===== config.mk =====
export PLATFORM = sky130hd
export DESIGN_NAME = linear_interp_resampler_unit
export DESIGN_NICKNAME = d
export VERILOG_FILES = /design/src/rtl/core/lirs_pkg.sv /design/src/rtl/core/lirs_ctrl.sv /design/src/rtl/core/lirs_datapath.sv /design/src/rtl/core/linear_interp_resampler_unit.sv
export SDC_FILE = /design/constraint.sdc
export NUM_CORES = 2
export LEC_CHECK = 0
export BUFFER_PORTS_ARGS = -buffer_cell sky130_fd_sc_hd__buf_2
export CAP_MARGIN = 20
export CORE_MARGIN = 1.5
export CORE_UTILIZATION = 45
export DETAILED_ROUTE_END_ITERATION = 7
export GPL_ROUTABILITY_DRIVEN = 0
export PLACE_DENSITY = 0.7
export SLEW_MARGIN = 20
export SYNTH_ARGS = -nofsm -noshare
export SYNTH_HDL_FRONTEND = slang
export SYNTH_SLANG_ARGS = --single-unit

===== constraint.sdc =====
create_clock -name clk -period 12.3 [get_ports clk]
set_input_delay 1.23 -clock clk [delete_from_list [all_inputs] [get_ports clk]]
set_output_delay 1.23 -clock clk [all_outputs]
set_load 0.005 [all_outputs]

===== src/rtl/core/lirs_pkg.sv =====
// Shared constants, codes and controller/datapath interface types for the resampler.
package lirs_pkg;

	localparam int PHASE_FRAC_BITS = 20;
	localparam int PHASE_W         = PHASE_FRAC_BITS + 5;
	localparam int STEP_W          = 25;
	localparam int MAX_CHANNELS    = 8;
	localparam int CHAN_W          = 3;
	localparam int CHAN_CNT_W      = 4;
	localparam int MAX_BURST       = 8;
	localparam int BURST_W         = 3;
	localparam int WORD_W          = 32;
	localparam int PCM_W           = 16;
	localparam int Q8_W            = 32;
	localparam int FMAG_W          = 39;
	localparam int PROD_W          = Q8_W + PHASE_FRAC_BITS;

	localparam int CFG_IDX_W  = 2;
	localparam int CFG_DATA_W = 25;

	localparam logic [CFG_IDX_W-1:0] CFG_PHASE_STEP    = 2'd0;
	localparam logic [CFG_IDX_W-1:0] CFG_SAMPLE_FORMAT = 2'd1;
	localparam logic [CFG_IDX_W-1:0] CFG_CHANNEL_COUNT = 2'd2;

	localparam logic FMT_INT16   = 1'b0;
	localparam logic FMT_FLOAT32 = 1'b1;

	localparam logic [STEP_W-1:0]     STEP_RESET   = 25'd1048576;
	localparam logic [CHAN_CNT_W-1:0] CHAN_RESET   = 4'd1;
	localparam logic [PHASE_W-1:0]    PHASE_ONE    = 25'd1 << PHASE_FRAC_BITS;
	localparam logic [PHASE_W-1:0]    PHASE_MAX    = '1;
	localparam logic [7:0]            FLT_EXP_BIAS = 8'd142;
	localparam logic [14:0]           FLT_SCALE    = 15'd32767;
	localparam logic [Q8_W-1:0]       Q8_POS_LIM   = 32'h7FFF_FFFF;
	localparam logic [Q8_W-1:0]       Q8_NEG_LIM   = 32'h8000_0000;
	localparam logic signed [24:0]    OUT_HI_Q8    = 25'sd8388352;
	localparam logic signed [24:0]    OUT_LO_Q8    = -25'sd8388608;

	typedef struct packed {
		logic take;   // input beat accepted
		logic cvt;    // float mantissa scale
		logic sat;    // normalize and saturate into right sample
		logic skip;   // frame gives no output: commit left/phase
		logic diff;   // latch |right-left| and start a burst
		logic mul;    // difference times phase fraction
		logic emit;   // load output register and advance phase
	} lirs_cmd_t;

	typedef struct packed {
		logic idx_zero;
		logic have_left;
		logic phase_ge_one;
		logic burst_last;
		logic out_free;
	} lirs_stat_t;

endpackage


===== src/rtl/core/lirs_ctrl.sv =====
// Sequencer for conversion, burst interpolation and output handoff.
module lirs_ctrl (
	input  logic                clk,
	input  logic                arst_n,
	input  logic                in_valid,
	output logic                in_stall,
	input  lirs_pkg::lirs_stat_t stat,
	output lirs_pkg::lirs_cmd_t  cmd
);

	localparam logic [2:0] ST_IDLE = 3'd0;
	localparam logic [2:0] ST_CVT  = 3'd1;
	localparam logic [2:0] ST_SAT  = 3'd2;
	localparam logic [2:0] ST_DEC  = 3'd3;
	localparam logic [2:0] ST_MUL  = 3'd4;
	localparam logic [2:0] ST_EMIT = 3'd5;

	logic [2:0] state_q;
	logic [2:0] state_d;

	assign in_stall = (state_q != ST_IDLE);

	always_comb begin
		state_d = state_q;
		cmd     = '0;
		case (state_q)
			ST_IDLE: begin
				if (in_valid) begin
					cmd.take = 1'b1;
					if (stat.idx_zero) state_d = ST_CVT;
				end
			end
			ST_CVT: begin
				cmd.cvt = 1'b1;
				state_d = ST_SAT;
			end
			ST_SAT: begin
				cmd.sat = 1'b1;
				state_d = ST_DEC;
			end
			ST_DEC: begin
				if (!stat.have_left || stat.phase_ge_one) begin
					cmd.skip = 1'b1;
					state_d  = ST_IDLE;
				end else begin
					cmd.diff = 1'b1;
					state_d  = ST_MUL;
				end
			end
			ST_MUL: begin
				cmd.mul = 1'b1;
				state_d = ST_EMIT;
			end
			ST_EMIT: begin
				// hold until the output register can take the beat
				if (stat.out_free) begin
					cmd.emit = 1'b1;
					state_d  = stat.burst_last ? ST_IDLE : ST_MUL;
				end
			end
			default: state_d = ST_IDLE;
		endcase
	end

	always_ff @(posedge clk or negedge arst_n) begin
		if (!arst_n) begin
			state_q <= ST_IDLE;
		end else begin
			state_q <= state_d;
		end
	end

endmodule


===== src/rtl/core/lirs_datapath.sv =====
// Configuration registers, sample conversion, interpolation datapath and output register.
module lirs_datapath (
	input  logic                                 clk,
	input  logic                                 arst_n,
	input  logic                                 cfg_we,
	input  logic [lirs_pkg::CFG_IDX_W-1:0]       cfg_index,
	input  logic [lirs_pkg::CFG_DATA_W-1:0]      cfg_data,
	input  logic [lirs_pkg::WORD_W-1:0]          sample_word,
	output logic                                 out_valid,
	input  logic                                 out_stall,
	output logic signed [lirs_pkg::PCM_W-1:0]    pcm_sample,
	output logic                                 last,
	input  lirs_pkg::lirs_cmd_t                  cmd,
	output lirs_pkg::lirs_stat_t                 stat
);

	// configuration
	logic [lirs_pkg::STEP_W-1:0]     step_q;
	logic                            fmt_q;
	logic [lirs_pkg::CHAN_CNT_W-1:0] chan_cnt_q;

	// frame state
	logic [lirs_pkg::CHAN_W-1:0]     chan_idx_q;
	logic                            have_left_q;
	logic signed [lirs_pkg::Q8_W-1:0] left_q;
	logic signed [lirs_pkg::Q8_W-1:0] right_q;
	logic [lirs_pkg::PHASE_W-1:0]    phase_q;
	logic [lirs_pkg::BURST_W-1:0]    burst_cnt_q;
	logic [lirs_pkg::WORD_W-1:0]     word_q;

	// conversion and multiply registers
	logic [lirs_pkg::FMAG_W-1:0]     fmag_q;
	logic [7:0]                      fexp_q;
	logic                            fneg_q;
	logic                            fnan_q;
	logic                            finf_q;
	logic [lirs_pkg::Q8_W-1:0]       dmag_q;
	logic                            dneg_q;
	logic [lirs_pkg::PROD_W-1:0]     prod_q;

	// output register
	logic                            out_valid_q;
	logic signed [lirs_pkg::PCM_W-1:0] pcm_q;
	logic                            last_q;

	assign out_valid  = out_valid_q;
	assign pcm_sample = pcm_q;
	assign last       = last_q;

	// channel index advance with clamped channel count
	logic [lirs_pkg::CHAN_CNT_W-1:0] cc_eff;
	logic [lirs_pkg::CHAN_CNT_W-1:0] idx_inc;
	logic [lirs_pkg::CHAN_W-1:0]     idx_next;

	always_comb begin
		if (chan_cnt_q == '0)
			cc_eff = 4'd1;
		else if (chan_cnt_q > 4'(lirs_pkg::MAX_CHANNELS))
			cc_eff = 4'(lirs_pkg::MAX_CHANNELS);
		else
			cc_eff = chan_cnt_q;
		idx_inc  = {1'b0, chan_idx_q} + 4'd1;
		idx_next = (idx_inc >= cc_eff) ? '0 : idx_inc[lirs_pkg::CHAN_W-1:0];
	end

	// float front end: mantissa times 32767
	logic [7:0]  w_exp;
	logic [22:0] w_man;
	logic [23:0] man_eff;

	always_comb begin
		w_exp   = word_q[30:23];
		w_man   = word_q[22:0];
		man_eff = (w_exp == 8'd0) ? {1'b0, w_man} : {1'b1, w_man};
	end

	// normalize and saturate
	logic [lirs_pkg::Q8_W-1:0] lim;
	logic [7:0]                exp_eff;
	logic [7:0]                lsh;
	logic [7:0]                rsh;
	logic [69:0]               shl;
	logic [lirs_pkg::FMAG_W-1:0] shr;
	logic [lirs_pkg::Q8_W-1:0] fmag_sat;
	logic [lirs_pkg::Q8_W-1:0] flt_q8;
	logic [lirs_pkg::Q8_W-1:0] int_q8;
	logic [lirs_pkg::Q8_W-1:0] right_d;

	always_comb begin
		lim     = fneg_q ? lirs_pkg::Q8_NEG_LIM : lirs_pkg::Q8_POS_LIM;
		exp_eff = (fexp_q == 8'd0) ? 8'd1 : fexp_q;
		lsh     = exp_eff - lirs_pkg::FLT_EXP_BIAS;
		rsh     = lirs_pkg::FLT_EXP_BIAS - exp_eff;
		shl     = {31'd0, fmag_q} << lsh[4:0];
		shr     = (rsh >= 8'd39) ? '0 : (fmag_q >> rsh[5:0]);
		if (exp_eff >= lirs_pkg::FLT_EXP_BIAS) begin
			if (fmag_q != '0 && (lsh > 8'd31 || shl > {38'd0, lim}))
				fmag_sat = lim;
			else
				fmag_sat = shl[lirs_pkg::Q8_W-1:0];
		end else begin
			fmag_sat = (shr > {7'd0, lim}) ? lim : shr[lirs_pkg::Q8_W-1:0];
		end
		if (fnan_q)
			flt_q8 = '0;
		else if (finf_q)
			flt_q8 = fneg_q ? (-lim) : lim;
		else
			flt_q8 = fneg_q ? (-fmag_sat) : fmag_sat;
		int_q8  = {{8{word_q[15]}}, word_q[15:0], 8'd0};
		right_d = (fmt_q == lirs_pkg::FMT_FLOAT32) ? flt_q8 : int_q8;
	end

	// difference magnitude
	logic signed [lirs_pkg::Q8_W:0] diff;
	logic [lirs_pkg::Q8_W:0]        diff_abs;

	always_comb begin
		diff     = {right_q[lirs_pkg::Q8_W-1], right_q} - {left_q[lirs_pkg::Q8_W-1], left_q};
		diff_abs = diff[lirs_pkg::Q8_W] ? (-diff) : diff;
	end

	// add, clamp, round half away from zero
	logic [lirs_pkg::Q8_W-1:0]        m;
	logic signed [33:0]               v;
	logic signed [24:0]               vc;
	logic [24:0]                      vmag;
	logic [24:0]                      vrnd;
	logic signed [lirs_pkg::PCM_W-1:0] pcm_d;

	always_comb begin
		m = prod_q[lirs_pkg::PROD_W-1:lirs_pkg::PHASE_FRAC_BITS];
		if (dneg_q)
			v = {{2{left_q[lirs_pkg::Q8_W-1]}}, left_q} - $signed({2'b00, m});
		else
			v = {{2{left_q[lirs_pkg::Q8_W-1]}}, left_q} + $signed({2'b00, m});
		if (v > 34'(lirs_pkg::OUT_HI_Q8))
			vc = lirs_pkg::OUT_HI_Q8;
		else if (v < 34'(lirs_pkg::OUT_LO_Q8))
			vc = lirs_pkg::OUT_LO_Q8;
		else
			vc = v[24:0];
		vmag  = vc[24] ? (-vc) : vc;
		vrnd  = (vmag + 25'd128) >> 8;
		pcm_d = vc[24] ? (-vrnd[lirs_pkg::PCM_W-1:0]) : vrnd[lirs_pkg::PCM_W-1:0];
	end

	// phase advance with saturation
	logic [lirs_pkg::PHASE_W:0]   phase_sum;
	logic [lirs_pkg::PHASE_W-1:0] phase_adv;
	logic                         adv_ge_one;

	always_comb begin
		phase_sum  = {1'b0, phase_q} + {1'b0, step_q};
		phase_adv  = phase_sum[lirs_pkg::PHASE_W] ? lirs_pkg::PHASE_MAX
		                                         : phase_sum[lirs_pkg::PHASE_W-1:0];
		adv_ge_one = (phase_adv >= lirs_pkg::PHASE_ONE);
	end

	always_comb begin
		stat.idx_zero     = (chan_idx_q == '0);
		stat.have_left    = have_left_q;
		stat.phase_ge_one = (phase_q >= lirs_pkg::PHASE_ONE);
		stat.burst_last   = adv_ge_one ||
		                    (burst_cnt_q == lirs_pkg::BURST_W'(lirs_pkg::MAX_BURST - 1));
		stat.out_free     = !out_valid_q || !out_stall;
	end

	always_ff @(posedge clk or negedge arst_n) begin
		if (!arst_n) begin
			step_q      <= lirs_pkg::STEP_RESET;
			fmt_q       <= lirs_pkg::FMT_INT16;
			chan_cnt_q  <= lirs_pkg::CHAN_RESET;
			chan_idx_q  <= '0;
			have_left_q <= 1'b0;
			left_q      <= '0;
			phase_q     <= '0;
			burst_cnt_q <= '0;
			out_valid_q <= 1'b0;
		end else begin
			if (cfg_we) begin
				case (cfg_index)
					lirs_pkg::CFG_PHASE_STEP:    step_q     <= cfg_data[lirs_pkg::STEP_W-1:0];
					lirs_pkg::CFG_SAMPLE_FORMAT: fmt_q      <= cfg_data[0];
					lirs_pkg::CFG_CHANNEL_COUNT: chan_cnt_q <= cfg_data[lirs_pkg::CHAN_CNT_W-1:0];
					default: ;
				endcase
			end
			if (cmd.take) chan_idx_q <= idx_next;
			if (cmd.skip) begin
				left_q      <= right_q;
				have_left_q <= 1'b1;
				if (have_left_q) phase_q <= phase_q - lirs_pkg::PHASE_ONE;
			end
			if (cmd.diff) burst_cnt_q <= '0;
			if (cmd.emit) begin
				burst_cnt_q <= burst_cnt_q + 1'b1;
				if (adv_ge_one)
					phase_q <= phase_adv - lirs_pkg::PHASE_ONE;
				else if (stat.burst_last)
					phase_q <= '0;
				else
					phase_q <= phase_adv;
				if (stat.burst_last) left_q <= right_q;
			end
			if (cmd.emit)
				out_valid_q <= 1'b1;
			else if (!out_stall)
				out_valid_q <= 1'b0;
		end
	end

	always_ff @(posedge clk) begin
		if (cmd.take) word_q <= sample_word;
		if (cmd.cvt) begin
			fmag_q <= man_eff * lirs_pkg::FLT_SCALE;
			fexp_q <= w_exp;
			fneg_q <= word_q[31];
			fnan_q <= (w_exp == 8'hFF) && (w_man != '0);
			finf_q <= (w_exp == 8'hFF) && (w_man == '0);
		end
		if (cmd.sat) right_q <= right_d;
		if (cmd.diff) begin
			dmag_q <= diff_abs[lirs_pkg::Q8_W-1:0];
			dneg_q <= diff[lirs_pkg::Q8_W];
		end
		if (cmd.mul) prod_q <= dmag_q * phase_q[lirs_pkg::PHASE_FRAC_BITS-1:0];
		if (cmd.emit) begin
			pcm_q  <= pcm_d;
			last_q <= stat.burst_last;
		end
	end

endmodule


===== src/rtl/core/linear_interp_resampler_unit.sv =====
// Top level of the linear interpolation resampler: controller plus datapath.
//
// Input channel: sample_word with in_valid/in_stall, one interleaved channel
// word per beat. Only the channel 0 word of each frame is processed; other
// words are taken without stalling the input and give no output.
// Output channel: pcm_sample/last with out_valid/out_stall. Each processed
// frame gives zero to eight beats; last marks the final beat of a frame.
// Timing: a channel 0 word passes through conversion and decision, then a
// multiply step and an emit step per output beat on the shared
// difference-times-phase multiplier, so in_stall stays high until the frame
// is done; the first beat shows after conversion, decision and the first multiply.
// The output register lets the next word be accepted while the last beat of
// a frame waits. A stalled receiver holds the burst in its emit step.
// Configuration: cfg_we writes cfg_data into register cfg_index (0 phase
// step Q5.20, 1 sample format, 2 channel count); write only when idle.
// Reset (arst_n low) restores default configuration, clears the phase,
// channel index and first-frame flag, and drops any pending output beat.
module linear_interp_resampler_unit (
	input  logic                               clk,
	input  logic                               arst_n,
	input  logic                               cfg_we,
	input  logic [lirs_pkg::CFG_IDX_W-1:0]     cfg_index,
	input  logic [lirs_pkg::CFG_DATA_W-1:0]    cfg_data,
	input  logic                               in_valid,
	output logic                               in_stall,
	input  logic [lirs_pkg::WORD_W-1:0]        sample_word,
	output logic                               out_valid,
	input  logic                               out_stall,
	output logic signed [lirs_pkg::PCM_W-1:0]  pcm_sample,
	output logic                               last
);

	lirs_pkg::lirs_cmd_t  cmd;
	lirs_pkg::lirs_stat_t stat;

	lirs_ctrl u_ctrl (
		.clk      (clk),
		.arst_n   (arst_n),
		.in_valid (in_valid),
		.in_stall (in_stall),
		.stat     (stat),
		.cmd      (cmd)
	);

	lirs_datapath u_dp (
		.clk         (clk),
		.arst_n      (arst_n),
		.cfg_we      (cfg_we),
		.cfg_index   (cfg_index),
		.cfg_data    (cfg_data),
		.sample_word (sample_word),
		.out_valid   (out_valid),
		.out_stall   (out_stall),
		.pcm_sample  (pcm_sample),
		.last        (last),
		.cmd         (cmd),
		.stat        (stat)
	);

endmodule


==> reports/qor.yml <==
rsz0062_at_grt: "false"
hpwl_mm: 113
grt_pass1_vias: 42700
drc: 0
period_share_pct: 79.7
slew_violations: 0
yosysSeqAreaShare_pct: 16.1
setup_tns_ns: 0
synth_edf_count: 196
yosysTopAreaCellShare_pct: 27.5
critPathMostFrequentCell: "a21oi_1"
cp.arrival_ns: 10.13
post-route-util_pct: 48.1
synth.most_common_cell: "inv_1"
nets: 6813
port_buffers: 82
cts.sinks: 294
synth_area_sq_um: 51800
r2r-start: "u_dp.fexp_q[3]"
ys.flop_type: "edfxtp_1"
routedWlPerCell_um: 20.3
start_util_pct: 45.4
cp_num_buf_inv: 2
hold_path_class: "reg2reg"
pin_count: 83
die_y_um: 342
cts_tree: "yes"
wl_met1_mm: 57.1
hold_buffers: 0
worstSkewPairLatency_ns: 0.59
die_area_sq_um: 117000
via_per_inst: 5.86
max_stage_delay_ns: 0.72
hp-start: "u_dp.word_q[31]"
top_layer_used: "met4"
die_x_um: 342
path_delay_family: "compound AO/OA/AOI/OAI gates"
setup_viol: 0
worst_setup_path_start_kind: "flip-flop"
grt_max_degree: 68
core_sq_um: 114000
slew_headroom_pct: 20.9
synth_top_cell_by_area: "fa_1"
syn-instance-count: 5679
cts_buffers: 35
status: "finished clean"
postCtsSetupBuffers: 0
end_kind: "flip-flop"
crit_fanout: 41
hold_viol: 0
worstMarginPinSlew_ns: 1.19
cp.required_ns: 12.62
syn-mean-instance-area_sq_um: 9.12
cts_root_buffer: "clkbuf_16"
cap_violations: 0
layout-drive-gt1-share_pct: 7.20
antenna_found_initial: 4
synth_area_leaders: "fa_1 28%, edfxtp_1 11%, ha_1 11%"
ant_nets: 0
synth_fp_nets: 6893
syn2layout_area_growth_pct: 5.94
htreeDepth: 2
async_reset_ff_share_pct: 33.3
worstSetupStartpoint: "u_dp.fexp_q[3]"
grt.total_usage_pct: 25.0
whs_ns: 0.445
yosys-top-cells-count: "815 x inv_1, 723 x nand2_1, 713 x fa_1, 437 x ha_1, 297 x nor2_1"
finalWorstSetupSlack_ns: 2.50
wl_met2_mm: 69.9
min_period_ns: 9.80
reg2reg_slack_ns: 2.50
path_clk_slew_ns: 0.06
synthDistinctLibCells: 108
diodes: 0
dr.pass1.iters: 8
max_freq_mhz: 102
rows: 124
via_count: 41800
critPathKind: "reg2reg"
synth_warnings: 0
grt_pass1_wl_mm: 232
drt_iter0_drc: 3527
wl_mm: 145
clock_path_buffers: 3
grt-ovfl-total: 0
critPathSlowestCell: "inv_2"
post_cts_resized: 0
wl_met3_mm: 9.98
clock_skew_ns: 0.0245
post-place-ws_ns: 2.66
ys_seq_elements: 294
==> cells in the final DEF, fill, tap and decap left out, types with 15 or more instances in the layout <==
cell type / instances
or4_1: 16
o21a_1: 36
clkbuf_16: 35
a21o_1: 74
dfrtp_1: 92
a211oi_1: 42
o31ai_1: 29
xnor2_1: 195
o21bai_1: 20
nand3_1: 94
and3_1: 33
edfxtp_1: 196
nand2_1: 723
o211ai_1: 25
mux2i_1: 120
nor2_1: 296
xor2_1: 65
mux2_2: 66
mux4_2: 48
nand4_1: 53
and2_1: 237
a21oi_1: 229
or2_2: 18
ha_1: 437
fa_1: 713
nor2b_1: 40
inv_1: 815
buf_2: 81
o22ai_1: 15
o21ai_0: 184
nand2b_1: 28
nor4_1: 30
or3_1: 25
buf_4: 77
nor3_1: 103
a31oi_1: 56
==> registers in the layout, indices dropped and copies added, names as in the netlist <==
signal / flops
u_dp.pcm_sample: 16
u_dp.fneg_q: 1
u_dp.left_q: 32
u_dp.prod_q: 32
u_dp.have_left_q: 1
u_dp.dmag_q: 32
u_dp.step_q: 25
u_dp.phase_q: 25
u_dp.chan_cnt_q: 4
u_dp.fmag_q: 39
u_dp.last: 1
u_dp.dneg_q: 1
u_dp.finf_q: 1
u_dp.fexp_q: 8
u_ctrl.state_q: 3
u_dp.burst_cnt_q: 3
u_dp.right_q: 32
u_dp.fnan_q: 1
u_dp.word_q: 32
u_dp.out_valid: 1
u_dp.chan_idx_q: 3
u_dp.fmt_q: 1
==> final cells by class <==
class,count,area [sq um]
Sequential cell,294,8350
Tap cell,1512,1890
Clock inverter,22,289
Clock buffer,39,901
Timing Repair Buffer,159,998
Multi-Input combinational cell,4291,39400
Fill cell,10700,59300
Inverter,818,3070
==> path summary, 6_finish.rpt <==
path	to	depth (start not counted)
setup / recovery	u_dp.right_q[22]	26
hold / removal	u_dp.fneg_q	0
setup reg to reg	u_dp.right_q[22]	26
hold reg to reg	u_dp.fneg_q	0
max in group asynchronous	u_dp.phase_q[2]	2
min in group asynchronous	u_dp.step_q[7]	1
==> cell families (layout without fill, tap and decap cells) <==
kind of cell    after synthesis  count (layout)  synth area share, %
compound gates              882             882                 11.2
xor+xnor                    265             265                 4.48
fa+ha+maj                  1150            1150                 38.1
buf+inv                    1094            1038                 8.04
flops                       294             294                 16.1
mux                         235             235                 5.86
simple gates               1759            1759                 16.2
==> worst register-to-register path: cells and delay by family, from the launching register on <==
family / cells / cell delay (ns)
DFF: 1 / 0.61
and+or+nand+nor: 8 / 2.81
muxes: 1 / 0.63
AOI/OAI and AO/OA: 13 / 3.47
buffers and inverters: 2 / 1.12
adders and majority gates: 2 / 0.90
==> through the flow <==
stage	cell area [sq um]	cells
CTS	54900	7134
finish	54900	7135
global placement	53700	7073
detailed placement	53700	7073
floorplan	51800	5679
global route	54900	7135
==> layer usage <==
layer / track usage (%) / vias up
li1: - / 18700
met1: 31.6 / 20900
met2: 42.1 / 1744
met3: 3.35 / 435
met4: 12.2 / 0
met5: 0 / -
Power is not shown: default switching activity piles up to over one toggle a cycle in this logic, so the estimate is an artifact.
